===== config.mk =====
export PLATFORM = sky130hd
export DESIGN_NAME = qwsa_ram
export DESIGN_NICKNAME = d
export VERILOG_FILES = /design/src/rtl/qwsa_ram.sv
export SDC_FILE = /design/constraint.sdc
export NUM_CORES = 1
export LEC_CHECK = 0
export BUFFER_PORTS_ARGS = -buffer_cell sky130_fd_sc_hd__clkbuf_2
export CAP_MARGIN = 20
export CELL_PAD_IN_SITES_DETAIL_PLACEMENT = 1
export CELL_PAD_IN_SITES_GLOBAL_PLACEMENT = 1
export CORE_MARGIN = 2
export CORE_UTILIZATION = 35
export CTS_BUF_LIST = sky130_fd_sc_hd__clkbuf_8
export CTS_CLUSTER_SIZE = 20
export DETAILED_ROUTE_END_ITERATION = 12
export PLACE_DENSITY = 0.57
export SLEW_MARGIN = 30
export SYNTH_ARGS = -nofsm -noshare
export SYNTH_HDL_FRONTEND = slang
export SYNTH_SLANG_ARGS = --single-unit

===== constraint.sdc =====
create_clock -name clk -period 3 [get_ports clk]
set_clock_uncertainty 0.05 [all_clocks]
set_input_delay 0.15 -clock clk [delete_from_list [all_inputs] [get_ports clk]]
set_output_delay 0.15 -clock clk [all_outputs]
set_load 0.05 [all_outputs]

===== src/rtl/qwsa_ram.sv =====
`timescale 1ns / 1ps
// ----------------------------------------------------------------------------
// qwsa_ram
// Simple dual-port synchronous RAM, one write and one registered read port.
// ----------------------------------------------------------------------------
module qwsa_ram #(
	parameter int WIDTH = 8,
	parameter int DEPTH = 128
) (
	input  logic                     clk,
	input  logic                     we,
	input  logic [$clog2(DEPTH)-1:0] waddr,
	input  logic [WIDTH-1:0]         wdata,
	input  logic                     re,
	input  logic [$clog2(DEPTH)-1:0] raddr,
	output logic [WIDTH-1:0]         rdata
);

	logic [WIDTH-1:0] mem [DEPTH];

	always_ff @(posedge clk) begin
		if (we) begin
			mem[waddr] <= wdata;
		end
	end

	// Read data holds until the next read
	always_ff @(posedge clk) begin
		if (re) begin
			rdata <= mem[raddr];
		end
	end

endmodule


==> impl_metrics.py <==
metrics = {
    "synth": {
        "synth-edff-count": 1032,
        "fraction_of_the_yosys_area_taken_by_sequential_cells_pct": 78.0,
        "yosys_most_used_dff": "edfxtp_1",
        "syn_area_um2": 39700,
        "netlist.area_leader.share_pct": 78.0,
        "synth_fa_ha_area_share_pct": 0,
        "syn_nets": 1660,
        "muxShareOfSynthArea_pct": 19.3,
        "main_combinational_cell_family_by_area_after_synthesis": "multiplexers",
        "yosysWarnings": 0,
        "synth.largest_area_cell": "edfxtp_1",
        "synth_area_per_cell_um2": 24.3,
        "synth-xor-area-share_pct": 0,
        "synth-simple-area-share_pct": 1.75,
        "netlist_top_cells_area": "edfxtp_1 (78%), mux4_2 (19%), nor2_1 (1.2%), clkbuf_1 (0.42%), mux2_2 (0.23%)",
        "async_flop_share_pct": 0,
        "netlist-cell-type-count": 16,
        "post_synthesis_compound_gate_area_fraction_pct": 0,
        "synthTopCellsByCount": "edfxtp_1 (1032), mux4_2 (336), nor2_1 (122), clkbuf_1 (44), buf_1 (18)",
        "ys_seq_elements": 1032,
        "synthCells": 1635,
        "yosys.cell_count.top_type": "edfxtp_1",
    },
    "route": {
        "drtPass1Iterations": 5,
        "detail-route-antenna-nets": 0,
        "route.detailed.vias_per_inst": 5.19,
        "post_drt_wl_per_cell_um": 28.5,
        "route.detailed.drc": 0,
        "route.final.wire_length_um": 102000,
        "route.vias.total": 18600,
        "initialDrtViolationCount": 1806,
    },
    "floorplanning": {
        "fp.dieArea_um2": 116000,
        "initial_core_util_pct": 35.3,
        "placeableCoreArea_um2": 112000,
        "die_x_um": 341,
        "floorplan.die.height_um": 341,
        "rows": 123,
        "pin_count": 33,
    },
    "clock_network": {
        "cts_max_path_buffers": 3,
        "cts.sinks": 1032,
        "cts_inserted_buffers": 168,
        "post_cts_resize_count": 0,
        "clk_transition_reported_paths_ns": 0.06,
        "clock_tree.root_cell": "clkbuf_8",
        "cts.htree.levels": 4,
        "worstSkewPairLatency_ns": 0.86,
        "tritoncts": "yes",
    },
    "pwr": {
        "power.ir.vdd_worst_mv": 0.410,
        "power.static_leakage_uw": 0.0147,
        "cellPowerDensity_nw_per_um2": 616,
    },
    "global_route": {
        "grt-ovfl-total": 0,
        "grt_pass1_vias": 20200,
        "grt_max_degree": 85,
        "antenna_violations_before_repair": 16,
        "grt_pass1_wl_um": 149000,
        "grt_util_all_layers_pct": 18.0,
    },
    "final_layout": {
        "fillerInstances": 10500,
        "ff_latch_area_um2": 31000,
        "multi_input_comb_area_um2": 8350,
        "postLayoutCoreUtil_pct": 41.4,
        "drive_gt1_share_pct": 37.2,
        "finalNetCount": 1986,
        "flow.area_growth_from_synthesis_pct": 17.1,
    },
    "timing": {
        "tightest_slew_margin_relative_to_the_limit_pct": 44.5,
        "hold_viol_final": 0,
        "period_share_pct": 87.2,
        "timing_worst_slew_pin_value_ns": 0.829,
        "layout_min_cycle_time_ns": 2.61,
        "total_of_endpoints_with_negative_setup_slack_in_the_final_report": 0,
        "grt_setup_unrepaired": "no",
        "setup_slack_ns": 0.385,
        "max_freq_ghz": 0.382,
        "final.setup.tns_ns": 0,
        "final_max_slew_violation_count": 0,
    },
    "worst_hold_path": {
        "hold_class": "primary input to flop",
    },
    "worst_setup_path": {
        "worst_ep_required_time_ns": 3.53,
        "kind_of_end_point_of_the_critical_path": "flop",
        "cp_max_fo": 1,
        "worstSetupPathType": "flop to flop",
        "arrival_ns": 3.14,
        "critical_path.startpoint_type": "flop",
    },
    "run": {
        "max_cap_violations": 0,
    },
    "placement": {
        "placement.setup.worst_slack_ns": -0.0371,
        "gpl.final_weighted_congestion": 0.806,
        "dpl.hpwl_um": 65400,
        "portBuffers": 32,
    },
    "status": {
        "run_status": "completed",
    },
}
==> worst paths after layout <==
path | from | end | slack [ns] | cells after the start
worst max-delay path | mem[31][6]$_DFFE_PP_ | rdata[6]$_DFFE_PP_ | 0.39 | 4
worst min-delay path | we | mem[73][2]$_DFFE_PP_ | 0.12 | 4
worst max register to register | mem[31][6]$_DFFE_PP_ | rdata[6]$_DFFE_PP_ | 0.39 | 4
worst min register to register | mem[127][4]$_DFFE_PP_ | rdata[4]$_DFFE_PP_ | 1.15 | 4
==> flip-flops by register name, indices dropped and copies added, names as in the netlist <==
| name | flops |
|---|---|
| rdata | 8 |
| mem | 1024 |
==> critical path: stages (launching register included) <==
cell      delay (ns)
edfxtp_1        0.37
mux4_2          0.50
mux4_2          0.54
mux4_2          0.57
mux2_2          0.31
==> cells in the final DEF (no fill, tap or decap) <==
cell type,netlist,layout
clkbuf_8,0,170
diode_2,0,4
clkbuf_2,0,20
nand2_1,14,14
nor2_1,122,122
nor3_1,9,9
clkinvlp_4,0,7
buf_4,11,171
nand2b_1,2,2
mux2_2,8,8
clkinv_8,0,2
nand4_1,3,3
inv_1,0,60
inv_6,0,3
buf_8,0,2
bufinv_16,0,3
dlygate4sd3_1,0,15
inv_12,0,1
nor2b_1,7,7
mux4_2,336,336
or3_1,1,1
clkinv_2,0,17
edfxtp_1,1032,1032
clkinv_1,0,33
nand3_1,12,12
buf_12,0,37
==> through the flow <==
step	instance area, um^2	power [uW]	std cells	hold WS [ns]
floorplan	39700	17100	1635	0.199
global placement	43400	17900	3276	0.552
detailed placement	43400	18000	3276	0.560
CTS	46500	29000	3587	0.0254
global route	46500	29600	3590	0.109
finish	46500	28700	3591	0.119
==> logic make-up (layout without fill, tap and decap cells) <==
family | after synthesis | after routing
other | 0 | 4
muxes | 344 | 344
and+or+nand+nor | 170 | 170
buffers and inverters | 89 | 541
DFF | 1032 | 1032
==> per-layer routing <==
layer	global-route usage, %	share of wire [%]	up-vias	wire (um)
met3	3.21	5.2	148	5290
li1	-	-	7719	-
met2	29.9	50	527	51400
met5	0	0.058	-	59
met1	24.4	43	10200	43500
met4	4.99	2.0	10	2010
==> report_power, final <==
group	internal (uW)	switching, uW	total (uW)
Clock	5540	5480	11000
Sequential	15900	22.0	16000
Combinational	693	984	1680
==> what timing repair did <==
action,CTS,global route
setup buffers,0,0
hold endpoints to repair,598,0
hold buffers,15,0
==> cell type report <==
| cell class | instances | area share (%) |
|---|---|---|
| antenna | 4 | 0.0215 |
| sequential | 1032 | 66.6 |
| clock inverter | 126 | 1.40 |
| timing repair buffer | 245 | 4.95 |
| clock buffer | 170 | 5.03 |
| tap | 1500 | 4.03 |
| multi-input combinational | 514 | 18.0 |
(Power assumes the default switching activity.)
