--- src/rtl/qwsa_pkg.sv ---
`timescale 1ns / 1ps
// ----------------------------------------------------------------------------
// qwsa_pkg
// Shared types, sizes, codes and the quality-indexed score tables of the
// quality weighted semi-global aligner. Tables are built at elaboration.
// ----------------------------------------------------------------------------
package qwsa_pkg;

	// Sizes
	localparam int MAX_SUBJECT  = 128;
	localparam int MAX_QUERY    = 128;
	localparam int SCORE_BITS   = 32;
	localparam int COLS         = MAX_QUERY + 1;
	localparam int PATH_MAX     = MAX_SUBJECT + MAX_QUERY;
	localparam int PHRED_LEVELS = 95;
	localparam int LEN_W        = 8;
	localparam int IDX_W        = 7;
	localparam int BASE_W       = 8;
	localparam int QUAL_W       = 7;
	localparam int SUBJ_AW      = $clog2(MAX_SUBJECT);
	localparam int QRY_AW       = $clog2(MAX_QUERY);
	localparam int ROW_AW       = $clog2(COLS);
	localparam int DIR_DEPTH    = (MAX_SUBJECT + 1) * COLS;
	localparam int DIR_AW       = $clog2(DIR_DEPTH);
	localparam int PATH_AW      = $clog2(PATH_MAX);
	localparam int CNT_W        = $clog2(PATH_MAX + 1);
	localparam int PH_W         = $clog2(PHRED_LEVELS);

	// Character codes
	localparam logic [BASE_W-1:0] WILDCARD    = 8'd78;
	localparam logic [QUAL_W-1:0] QUAL_OFFSET = 7'd33;

	// Fixed point constants (unsigned Q0.32 probabilities)
	localparam logic [63:0] ONE_Q32         = 64'h1_0000_0000;
	localparam logic [63:0] LN2_Q32         = 64'd2977044472;
	localparam logic [63:0] DECADE_STEP_Q32 = 64'd3411613790;
	localparam logic [63:0] PCR_ERR_Q32     = 64'd1402073;

	typedef logic signed [SCORE_BITS-1:0] score_t;

	// One matrix cell: score, log P(S|L), log P(S|L')
	typedef struct packed {
		score_t h;
		score_t sl;
		score_t slp;
	} cell_t;

	typedef enum logic [1:0] {
		OP_LOAD_SUBJ  = 2'd0,
		OP_LOAD_QUERY = 2'd1,
		OP_RUN        = 2'd2,
		OP_READ       = 2'd3
	} op_t;

	typedef enum logic [2:0] {
		MV_MATCH     = 3'd0,
		MV_MISMATCH  = 3'd1,
		MV_QUERY_N   = 3'd2,
		MV_SUBJ_GAP  = 3'd3,
		MV_QUERY_GAP = 3'd4
	} move_t;

	typedef enum logic [1:0] {
		TK_MATCH_SCORE    = 2'd0,
		TK_MISMATCH_SCORE = 2'd1,
		TK_MATCH_EV       = 2'd2,
		TK_MISMATCH_EV    = 2'd3
	} tab_kind_t;

	typedef score_t score_tab_t [PHRED_LEVELS];

	// -ln(p) in Q15.16 for p in Q0.32, log2 by repeated squaring
	function automatic logic [31:0] neg_ln_q16(input logic [63:0] p_in);
		logic [63:0] p;
		logic [63:0] v;
		logic [63:0] w;
		logic [63:0] frac;
		logic [63:0] k;
		logic [63:0] nl2;
		p    = (p_in == 64'd0) ? 64'd1 : p_in;
		k    = 64'd0;
		frac = 64'd0;
		if (p >= ONE_Q32) begin
			return 32'd0;
		end
		v = p;
		for (int s = 0; s < 33; s++) begin
			if (v < ONE_Q32) begin
				v = v << 1;
				k = k + 64'd1;
			end
		end
		w = v >> 2;
		for (int b = 0; b < 24; b++) begin
			w    = (w * w) >> 30;
			frac = frac << 1;
			if (w >= (64'd1 << 31)) begin
				w    = w >> 1;
				frac = frac | 64'd1;
			end
		end
		nl2 = (k << 24) - frac;
		return 32'((nl2 * LN2_Q32 + (64'd1 << 39)) >> 40);
	endfunction

	function automatic score_t neg_score(input logic [63:0] p);
		return score_t'(-longint'(neg_ln_q16(p)));
	endfunction

	// Per-phred tables of scores and evidence
	function automatic score_tab_t build_tab(input tab_kind_t kind);
		score_tab_t   tab;
		logic [127:0] m;
		logic [127:0] e;
		logic [127:0] one;
		logic [127:0] corr;
		logic [127:0] pm;
		logic [127:0] px;
		logic [31:0]  lm;
		logic [31:0]  lx;
		logic [31:0]  nq;
		logic [31:0]  n34;
		one = 128'(ONE_Q32);
		m   = one;
		e   = 128'(PCR_ERR_Q32);
		nq  = neg_ln_q16(64'd1 << 30);
		n34 = neg_ln_q16(64'd3 << 30);
		for (int p = 0; p < PHRED_LEVELS; p++) begin
			corr = one - m;
			pm   = (e * m + corr * (one - e) + (128'd1 << 31)) >> 32;
			px   = ((m * (one - e)) / 3 + (corr * e) / 3 + (128'd2 * m * e) / 9
				+ (128'd1 << 31)) >> 32;
			lm   = neg_ln_q16(pm[63:0]);
			lx   = neg_ln_q16(px[63:0]);
			case (kind)
				TK_MATCH_SCORE:    tab[p] = score_t'(longint'(nq) - longint'(lm));
				TK_MISMATCH_SCORE: tab[p] = score_t'(longint'(n34) - longint'(lx));
				TK_MATCH_EV:       tab[p] = score_t'(-longint'(lm));
				default:           tab[p] = score_t'(-longint'(lx));
			endcase
			m = (m * 128'(DECADE_STEP_Q32) + (128'd1 << 31)) >> 32;
		end
		return tab;
	endfunction

	localparam score_tab_t TAB_MATCH_SCORE    = build_tab(TK_MATCH_SCORE);
	localparam score_tab_t TAB_MISMATCH_SCORE = build_tab(TK_MISMATCH_SCORE);
	localparam score_tab_t TAB_MATCH_EV       = build_tab(TK_MATCH_EV);
	localparam score_tab_t TAB_MISMATCH_EV    = build_tab(TK_MISMATCH_EV);
	localparam score_t     GAP_SCORE          = neg_score(PCR_ERR_Q32);
	localparam score_t     BG_MATCH_EV        = neg_score(64'd1 << 30);
	localparam score_t     BG_MISMATCH_EV     = neg_score(64'd3 << 30);

	// Saturating add to SCORE_BITS
	function automatic score_t sat_add(input score_t a, input score_t b);
		logic signed [SCORE_BITS:0] s;
		s = {a[SCORE_BITS-1], a} + {b[SCORE_BITS-1], b};
		if (s[SCORE_BITS] != s[SCORE_BITS-1]) begin
			return s[SCORE_BITS] ? {1'b1, {(SCORE_BITS-1){1'b0}}}
				: {1'b0, {(SCORE_BITS-1){1'b1}}};
		end
		return s[SCORE_BITS-1:0];
	endfunction

endpackage

--- src/rtl/qwsa_cell.sv ---
`timescale 1ns / 1ps
// ----------------------------------------------------------------------------
// qwsa_cell
// Two-step cell update: diagonal and gap candidates are registered, then the
// winner and its evidence sums are selected for write-back.
// ----------------------------------------------------------------------------
module qwsa_cell (
	input  logic                              clk,
	input  logic                              en,
	input  logic [qwsa_pkg::BASE_W-1:0]       sb,
	input  logic [qwsa_pkg::BASE_W-1:0]       qb,
	input  logic [qwsa_pkg::QUAL_W-1:0]       qv,
	input  qwsa_pkg::cell_t                   diag,
	input  qwsa_pkg::cell_t                   up,
	input  qwsa_pkg::cell_t                   left,
	output qwsa_pkg::cell_t                   new_cell,
	output qwsa_pkg::move_t                   mv
);
	import qwsa_pkg::*;

	logic [QUAL_W-1:0] ph_raw;
	logic [PH_W-1:0]   ph;
	score_t            dsc;
	score_t            dev;
	score_t            dbg;
	move_t             dmv;

	score_t  dv_s2;
	score_t  gi_s2;
	score_t  gj_s2;
	score_t  dev_s2;
	score_t  dbg_s2;
	move_t   dmv_s2;
	cell_t   diag_s2;
	cell_t   up_s2;
	cell_t   left_s2;

	// Phred index, clamped to the table
	always_comb begin
		ph_raw = (qv < QUAL_OFFSET) ? '0 : qv - QUAL_OFFSET;
		if (int'(ph_raw) >= PHRED_LEVELS) begin
			ph = PH_W'(PHRED_LEVELS - 1);
		end else begin
			ph = ph_raw[PH_W-1:0];
		end
	end

	// Diagonal step kind and table scores
	always_comb begin
		if (sb == qb) begin
			dmv = MV_MATCH;
			dsc = TAB_MATCH_SCORE[ph];
			dev = TAB_MATCH_EV[ph];
			dbg = BG_MATCH_EV;
		end else if (qb == WILDCARD) begin
			dmv = MV_QUERY_N;
			dsc = '0;
			dev = '0;
			dbg = '0;
		end else begin
			dmv = MV_MISMATCH;
			dsc = TAB_MISMATCH_SCORE[ph];
			dev = TAB_MISMATCH_EV[ph];
			dbg = BG_MISMATCH_EV;
		end
	end

	// Candidate register
	always_ff @(posedge clk) begin
		if (en) begin
			dv_s2   <= sat_add(diag.h, dsc);
			gi_s2   <= sat_add(up.h, GAP_SCORE);
			gj_s2   <= sat_add(left.h, GAP_SCORE);
			dev_s2  <= dev;
			dbg_s2  <= dbg;
			dmv_s2  <= dmv;
			diag_s2 <= diag;
			up_s2   <= up;
			left_s2 <= left;
		end
	end

	// Select: diagonal wins ties, then subject gap
	always_comb begin
		if (gi_s2 > dv_s2 && gi_s2 >= gj_s2) begin
			mv           = MV_SUBJ_GAP;
			new_cell.h   = gi_s2;
			new_cell.sl  = sat_add(up_s2.sl, GAP_SCORE);
			new_cell.slp = up_s2.slp;
		end else if (gj_s2 > dv_s2 && gj_s2 > gi_s2) begin
			mv           = MV_QUERY_GAP;
			new_cell.h   = gj_s2;
			new_cell.sl  = sat_add(left_s2.sl, GAP_SCORE);
			new_cell.slp = left_s2.slp;
		end else begin
			mv           = dmv_s2;
			new_cell.h   = dv_s2;
			new_cell.sl  = sat_add(diag_s2.sl, dev_s2);
			new_cell.slp = sat_add(diag_s2.slp, dbg_s2);
		end
	end

endmodule

--- config.mk ---
export PLATFORM = sky130hd
export DESIGN_NAME = qwsa_cell
export DESIGN_NICKNAME = d
export VERILOG_FILES = /design/src/rtl/qwsa_pkg.sv /design/src/rtl/qwsa_cell.sv
export SDC_FILE = /design/constraint.sdc
export NUM_CORES = 1
export LEC_CHECK = 0
export BUFFER_PORTS_ARGS = -buffer_cell sky130_fd_sc_hd__buf_2
export CAP_MARGIN = 20
export CORE_ASPECT_RATIO = 1.75
export CORE_MARGIN = 2
export CORE_UTILIZATION = 55
export CTS_CLUSTER_SIZE = 24
export DETAILED_ROUTE_END_ITERATION = 8
export PLACE_DENSITY = 0.78
export SLEW_MARGIN = 20
export SYNTH_ARGS = -nofsm -noshare
export SYNTH_HDL_FRONTEND = slang
export SYNTH_SLANG_ARGS = --single-unit
--- constraint.sdc ---
create_clock -name clk -period 7.8 [get_ports clk]
set_input_delay 0.39 -clock clk [delete_from_list [all_inputs] [get_ports clk]]
set_output_delay 0.39 -clock clk [all_outputs]
set_load 0.01 [all_outputs]
==> run_results.csv, run 1 <==
group,metric,value,unit
placement,post-place-ws,616,ps
global_routing,grt_max_degree,123,
floorplan,io_pins,412,
synth,postSynthAreaPerCell,8.71,um^2
global_routing,grt_pass1_wl,254000,um
synth,synth_cells,3028,
synth,synth_top_area_share,35.5,%
clock_tree,clockBufferDepth,3,
synth,synth.area.top_cells,"edfxtp_1 (36%), ha_1 (10%), a21oi_1 (5.6%), o21ai_0 (5.4%), nor2_1 (4.3%)",
synth,synthDistinctLibCells,88,
synth,synthSimpleGateAreaFrac,16.0,%
clock_tree,cts_resized,0,
synth,synthAdderAreaFrac,11.8,%
global_routing,overflow,16,
synth,seq_area_frac_synth,35.5,%
synth,synth_mux_area_share,0.455,%
synth,synth-compound-area-share,26.0,%
clock_tree,cts-root-buf,"clkbuf_16",
placement,io_buffers,411,
synth,synth_edf_count,312,
clock_tree,cts_buffers,30,
synth,synth_ff_type,"edfxtp_1",
global_routing,first_global_vias,36800,
synth,synth_top_family_by_area,"compound AO/OA/AOI/OAI gates",
placement,place_hpwl,96200,um
run_status,stop_stage,"global routing (5_1_grt)",
floorplan,die_x,170,um
synth,synth.ff_latch_count,312,
global_routing,grt_usage,70.8,%
placement,dp_cells,4105,
run_status,status,"stopped before the end",
synth,syn-cell-area,26400,um^2
floorplan,die_y,294,um
clock_tree,cts_num_sinks,312,
run_status,firstError,"[ERROR GRT-0116] Global routing finished with congestion. Check the congestion regions in the DRC Viewer.",
floorplan,initial_utilization,55.4,%
synth,yosysWarnings,0,
synth,synth_common_cells,"edfxtp_1 (312), nor2_1 (305), a21oi_1 (294)",
placement,gp_congestion,1.26,
synth,post-synth-top-count-cell,"edfxtp_1",
synth,synthArstFlopShare,0,%
clock_tree,cts_max_level,1,
synth,synthXorXnorAreaFrac,5.84,%
synth,synth_fp_nets,3564,
synth,yosysTopAreaCell,"edfxtp_1",
floorplan,core.rowCount,106,
==> through the flow <==
stage               utilization (%)  area (um^2)
floorplan                         -        26400
global placement               64.1        30500
detailed placement             64.1        30500
CTS                            70.3        33500
==> metal layers <==
metal,track usage (%),GRT overflow
met1,67.3,0
met2,90.6,3
met3,53.2,5
met4,73.8,6
met5,28.7,2
==> cell families after synthesis <==
| group | after synthesis |
|---|---|
| flip-flops | 312 |
| multiplexers | 10 |
| buffers and inverters | 296 |
| adder cells (fa/ha/maj) | 254 |
| AO/OA/AOI/OAI | 1076 |
| XOR/XNOR | 176 |
| AND/OR/NAND/NOR | 904 |
==> repair_timing <==
item | 4_1_cts
setup endpoints to repair | 0
endpoints found under the hold margin | 183
setup buffers | 0
hold buffers | 183
==> run 2, diff against run 1 <==
--- a/config.mk
+++ b/config.mk
@@ -7,12 +7,10 @@
 export LEC_CHECK = 0
 export BUFFER_PORTS_ARGS = -buffer_cell sky130_fd_sc_hd__buf_2
 export CAP_MARGIN = 20
-export CORE_ASPECT_RATIO = 1.75
 export CORE_MARGIN = 2
-export CORE_UTILIZATION = 55
-export CTS_CLUSTER_SIZE = 24
+export CORE_UTILIZATION = 40
 export DETAILED_ROUTE_END_ITERATION = 8
-export PLACE_DENSITY = 0.78
+export PLACE_DENSITY_LB_ADDON = 0.15
 export SLEW_MARGIN = 20
 export SYNTH_ARGS = -nofsm -noshare
 export SYNTH_HDL_FRONTEND = slang
==> run_results.csv, run 2 <==
group,metric,value,unit
route,drt_pass1_iterations,6,
synth,post-synth-top-count-cell,"edfxtp_1",
synth,synth_mux_area_share,0.455,%
job,maxCapViolCount,0,
power_and_ir_drop,pwr-share-clk,22.8,%
power_and_ir_drop,power_density,222,nW/um^2
setup_path,cp_max_fo,31,
sta,period_share,88.0,%
synth,synth_ff_type,"edfxtp_1",
sta,period_needed,6860,ps
clock_tree,clk_pin_slew,60,ps
setup_path,cp_num_buf_inv,7,
power_and_ir_drop,p_comb_share,47.6,%
route,wire_per_inst,26.2,um
synth,synth-compound-area-share,26.0,%
sta,tns,0,ps
floorplan,core.rowCount,94,
setup_path,cpLargestDelayFamily,"compound AO/OA/AOI/OAI gates",
sta,slew_headroom,28.0,%
global_routing,grt_max_degree,101,
setup_path,start_kind,"primary input",
clock_tree,clockBufferDepth,3,
sta,final_max_slew_viol_count,0,
synth,yosysTopAreaCell,"edfxtp_1",
synth,syn-cell-area,26400,um^2
setup_path,crit_arrival,7170,ps
route,drc,0,
cells_and_area,area_delta_synth_final,25.5,%
clock_tree,postCtsHoldBufs,158,
hold_path,hold_depth,1,
cells_and_area,final_cell_mix,"buf_2 (410), edfxtp_1 (312), nor2_1 (302), a21oi_1 (291), o21ai_0 (286)",
hold_path,hold_path.class,"primary input to flip-flop",
floorplan,initial_utilization,40.3,%
global_routing,overflow,0,
synth,synth.area.top_cells,"edfxtp_1 (36%), ha_1 (10%), a21oi_1 (5.6%), o21ai_0 (5.4%), nor2_1 (4.3%)",
synth,synth_common_cells,"edfxtp_1 (312), nor2_1 (305), a21oi_1 (294)",
synth,synthSimpleGateAreaFrac,16.0,%
floorplan,dieArea,68000,um^2
global_routing,first_global_vias,27100,
sta,rsz0062_at_grt,"no",
synth,synth_top_family_by_area,"compound AO/OA/AOI/OAI gates",
placement,place_hpwl,91200,um
synth,yosysWarnings,0,
synth,synth.ff_latch_count,312,
global_routing,grt_pass1_wl,173000,um
synth,seq_area_frac_synth,35.5,%
global_routing,grt_antenna_before_repair,16,
floorplan,die_y,261,um
floorplan,die_x,261,um
clock_tree,cts_num_sinks,312,
power_and_ir_drop,power_leakage,0.0135,uW
sta,tightest_slew,1070,ps
placement,io_buffers,411,
route,vias,27900,
floorplan,io_pins,412,
synth,synth_top_area_share,35.5,%
clock_tree,post_cts_buffers,0,
cells_and_area,layout_commonest_cell,"buf_2",
route,drt_iter0_drc,3554,
power_and_ir_drop,p_switching,3020,uW
synth,synthAdderAreaFrac,11.8,%
clock_tree,cts_resized,0,
synth,synthXorXnorAreaFrac,5.84,%
setup_path,end_kind,"flip-flop",
run_status,status,"completed",
power_and_ir_drop,peakVddDrop,0.124,mV
floorplan,coreArea,65500,um^2
cells_and_area,utilization,50.5,%
synth,synthArstFlopShare,0,%
sta,setup_violations,0,
sta,max_freq,0.146,GHz
sta,hold_viol_final,0,
synth,synth_fp_nets,3564,
cells_and_area,reg_top3,"diag_s2: 64 flops, left_s2: 64 flops, up_s2: 64 flops",
synth,postSynthAreaPerCell,8.71,um^2
power_and_ir_drop,p_sw_share,41.0,%
setup_path,critPathKind,"primary input to flip-flop",
clock_tree,cts_max_level,2,
clock_tree,cts-root-buf,"clkbuf_16",
power_and_ir_drop,intPower,4340,uW
cells_and_area,nNetsFinal,4186,
setup_path,crit_required,8110,ps
route,wirelength,119000,um
clock_tree,cts_buffers,36,
setup_path,critical_path_depth,28,
placement,gp_congestion,1.06,
synth,synth_edf_count,312,
route,drtAntennaViolNets,0,
global_routing,grt_usage,34.0,%
synth,synthDistinctLibCells,88,
clock_tree,cts_tree,"yes",
power_and_ir_drop,p_seq_share,29.6,%
cells_and_area,drive_gt1_share,19.6,%
route,vias_per_cell,6.14,
synth,synth_cells,3028,
setup_path,cp_slowest_cell,"nor2_1",
setup_path,max_stage_delay,530,ps
==> run 2: area by class of cell <==
cell class,instances,area [um^2]
fillers,6156,32400
well taps,864,1080
flip-flops and latches,312,9370
multi-input cells,2420,15900
repair buffers,750,5070
diodes,12,30.0
clock inverters,21,214
inverters,130,488
clock buffers,41,920
==> run 2: layer usage <==
| metal | up-vias | wire [um] | global-route usage (%) |
|---|---|---|---|
| met5 | - | 46 | 0 |
| met4 | 6 | 6720 | 16.7 |
| met3 | 372 | 10600 | 6.70 |
| met2 | 1513 | 51500 | 52.0 |
| met1 | 13300 | 50300 | 45.7 |
| li1 | 12700 | - | - |
==> run 2: stage by stage <==
stage | total power [uW] | instances | hold WS (ps) | instance area (um^2) | worst slack (ps)
after floorplan | 4140 | 3028 | 489 | 26400 | 1160
after global placement | 5530 | 4318 | 567 | 30300 | 627
after detailed placement | 5530 | 4318 | 568 | 30300 | 630
after CTS | 7310 | 4538 | 0.652 | 33100 | 1010
after global routing | 7720 | 4549 | 3.49 | 33100 | 461
final | 7350 | 4550 | 24.2 | 33100 | 940
==> run 2: power by group through the flow <==
stage | clock, uW | combinational (uW) | sequential, uW
after floorplan | 0 | 1990 | 2150
after global placement | 0 | 3320 | 2200
after detailed placement | 0 | 3330 | 2200
after CTS | 1720 | 3420 | 2170
after global routing | 1770 | 3770 | 2190
final | 1680 | 3500 | 2170
==> run 2: kinds of logic after synthesis <==
logic type	count (synthesis)
AO/OA/AOI/OAI	1076
flip-flops	312
buffers and inverters	296
AND/OR/NAND/NOR	904
XOR/XNOR	176
adder cells (fa/ha/maj)	254
multiplexers	10
==> run 2: worst paths after layout <==
check / startpoint / to / slack (ps)
worst max-delay path: qv[0] / dv_s2[4]$_DFFE_PP_ / 940
worst min-delay path: up[51] / up_s2[51]$_DFFE_PP_ / 20
(Power assumes the default switching activity.)
==> run 3, diff against run 2 <==
==> constraint.sdc (replaced) <==
create_clock -name clk -period 8.9 [get_ports clk]
set_input_delay 0.445 -clock clk [delete_from_list [all_inputs] [get_ports clk]]
set_output_delay 0.445 -clock clk [all_outputs]
set_load 0.01 [all_outputs]
==> run_results.csv, run 3 (synthesis gave the netlist of run 2 again) <==
group,metric,value,unit
route,vias_per_cell,6.24,
placement,io_buffers,411,
floorplan,coreArea,65500,um^2
global_routing,first_global_vias,25600,
sta,hold_viol_final,0,
cells_and_area,ff_latch_area,9370,um^2
clock_tree,cts_num_sinks,312,
cells_and_area,final_cell_mix,"buf_2 (410), edfxtp_1 (312), nor2_1 (300), a21oi_1 (290), o21ai_0 (285)",
cells_and_area,fin_cells,4330,
setup_path,end_kind,"flip-flop",
setup_path,crit_arrival,7820,ps
clock_tree,cts_tree,"yes",
hold_path,hold_path.class,"primary input to flip-flop",
clock_tree,post_cts_buffers,0,
job,maxCapViolCount,0,
cells_and_area,area_delta_synth_final,17.9,%
hold_path,hold_depth,1,
floorplan,dieArea,68000,um^2
cells_and_area,fillers,6435,
placement,dp_cells,4237,
clock_tree,clk_pin_slew,60,ps
setup_path,crit_required,9320,ps
cells_and_area,drive_gt1_share,18.9,%
setup_path,start_kind,"primary input",
floorplan,die_x,261,um
global_routing,overflow,0,
clock_tree,cts-root-buf,"clkbuf_16",
setup_path,cp_max_fo,30,
sta,period_share,83.1,%
power_and_ir_drop,peakVddDrop,0.129,mV
global_routing,grt_usage,32.9,%
sta,tns,0,ps
floorplan,core.rowCount,94,
clock_tree,cts_buffers,39,
clock_tree,cts_resized,0,
route,wirelength,116000,um
setup_path,critPathKind,"primary input to flip-flop",
sta,final_max_slew_viol_count,0,
cells_and_area,layout_commonest_cell,"buf_2",
clock_tree,clockBufferDepth,3,
sta,period_needed,7400,ps
sta,fin_ws,1500,ps
placement,post-place-ws,1160,ps
floorplan,die_y,261,um
route,wire_per_inst,26.8,um
placement,place_hpwl,89100,um
sta,slew_headroom,11.0,%
cells_and_area,reg_top3,"diag_s2: 64 flops, left_s2: 64 flops, up_s2: 64 flops",
route,drtAntennaViolNets,0,
floorplan,initial_utilization,40.3,%
run_status,status,"completed",
clock_tree,postCtsHoldBufs,0,
sta,worst_hold_slack,45.3,ps
route,drc,0,
sta,tightest_slew,1330,ps
power_and_ir_drop,power_leakage,0.0125,uW
cells_and_area,multi_input_area,15900,um^2
clock_tree,cts_max_level,2,
route,drt_iter0_drc,3240,
global_routing,grt_pass1_wl,167000,um
route,vias,27000,
global_routing,grt_max_degree,98,
placement,gp_congestion,1.07,
global_routing,grt_antenna_before_repair,21,
sta,setup_violations,0,
sta,rsz0062_at_grt,"no",
cells_and_area,nNetsFinal,3951,
sta,max_freq,0.135,GHz
floorplan,io_pins,412,
power_and_ir_drop,power_density,206,nW/um^2
route,drt_pass1_iterations,6,
[run 3: final cells by class]
type	instances	area share (%)
Antenna cell	20	0.161
Clock buffer	48	3.25
Inverter	130	1.57
Multi-Input combinational cell	2420	51.3
Clock inverter	24	0.905
Timing Repair Buffer	512	9.26
Tap cell	864	3.48
Sequential cell	312	30.1
[run 3: per-layer routing]
metal,wire [um],GRT usage (%),share of wire (%),up-vias
met2,49700,49.4,43,1353
met5,42,0,0.036,-
li1,-,-,-,12200
met4,6780,16.8,5.8,6
met3,10000,6.03,8.6,367
met1,49600,45.1,43,13100
[run 3: final timing paths]
path / end / from
setup / recovery: dv_s2[11]$_DFFE_PP_ / qv[0]
hold / removal: up_s2[16]$_DFFE_PP_ / up[16]
[run 3: power breakdown]
part	leakage [uW]	internal, uW	switching (uW)
clock	0.000606	936	657
combinational	0.00883	1060	1860
sequential	0.00306	1800	103
[run 3: stage by stage]
| step | util, % | cell area, um^2 | total power, uW |
|---|---|---|---|
| 5_1_grt | 47.5 | 31100 | 6740 |
| 3_5_place_dp | 45.4 | 29700 | 4780 |
| 3_3_place_gp | 45.4 | 29700 | 4770 |
| 6_report | 47.5 | 31100 | 6420 |
| 2_1_floorplan | - | 26400 | 3630 |
| 4_1_cts | 47.4 | 31000 | 6390 |
[run 3: worst max-delay path: stages]
cell and delay (ps):
buf_2 150, inv_1 100, ha_1 280, nor4b_1 650, nor2_1 240, nand2_1 290, nand2_1 230, inv_1 270
ha_1 610, o21ai_0 290, a221o_1 420, a2111oi_2 410, nor2_1 90, a311oi_2 430, ha_1 310, fa_1 260
a211oi_1 110, o21ai_0 290, a41oi_1 210, o21ai_0 490, nand3b_1 190, a21oi_1 270, a21oi_1 130, a21oi_2 210
buf_12 220, maj3_1 190
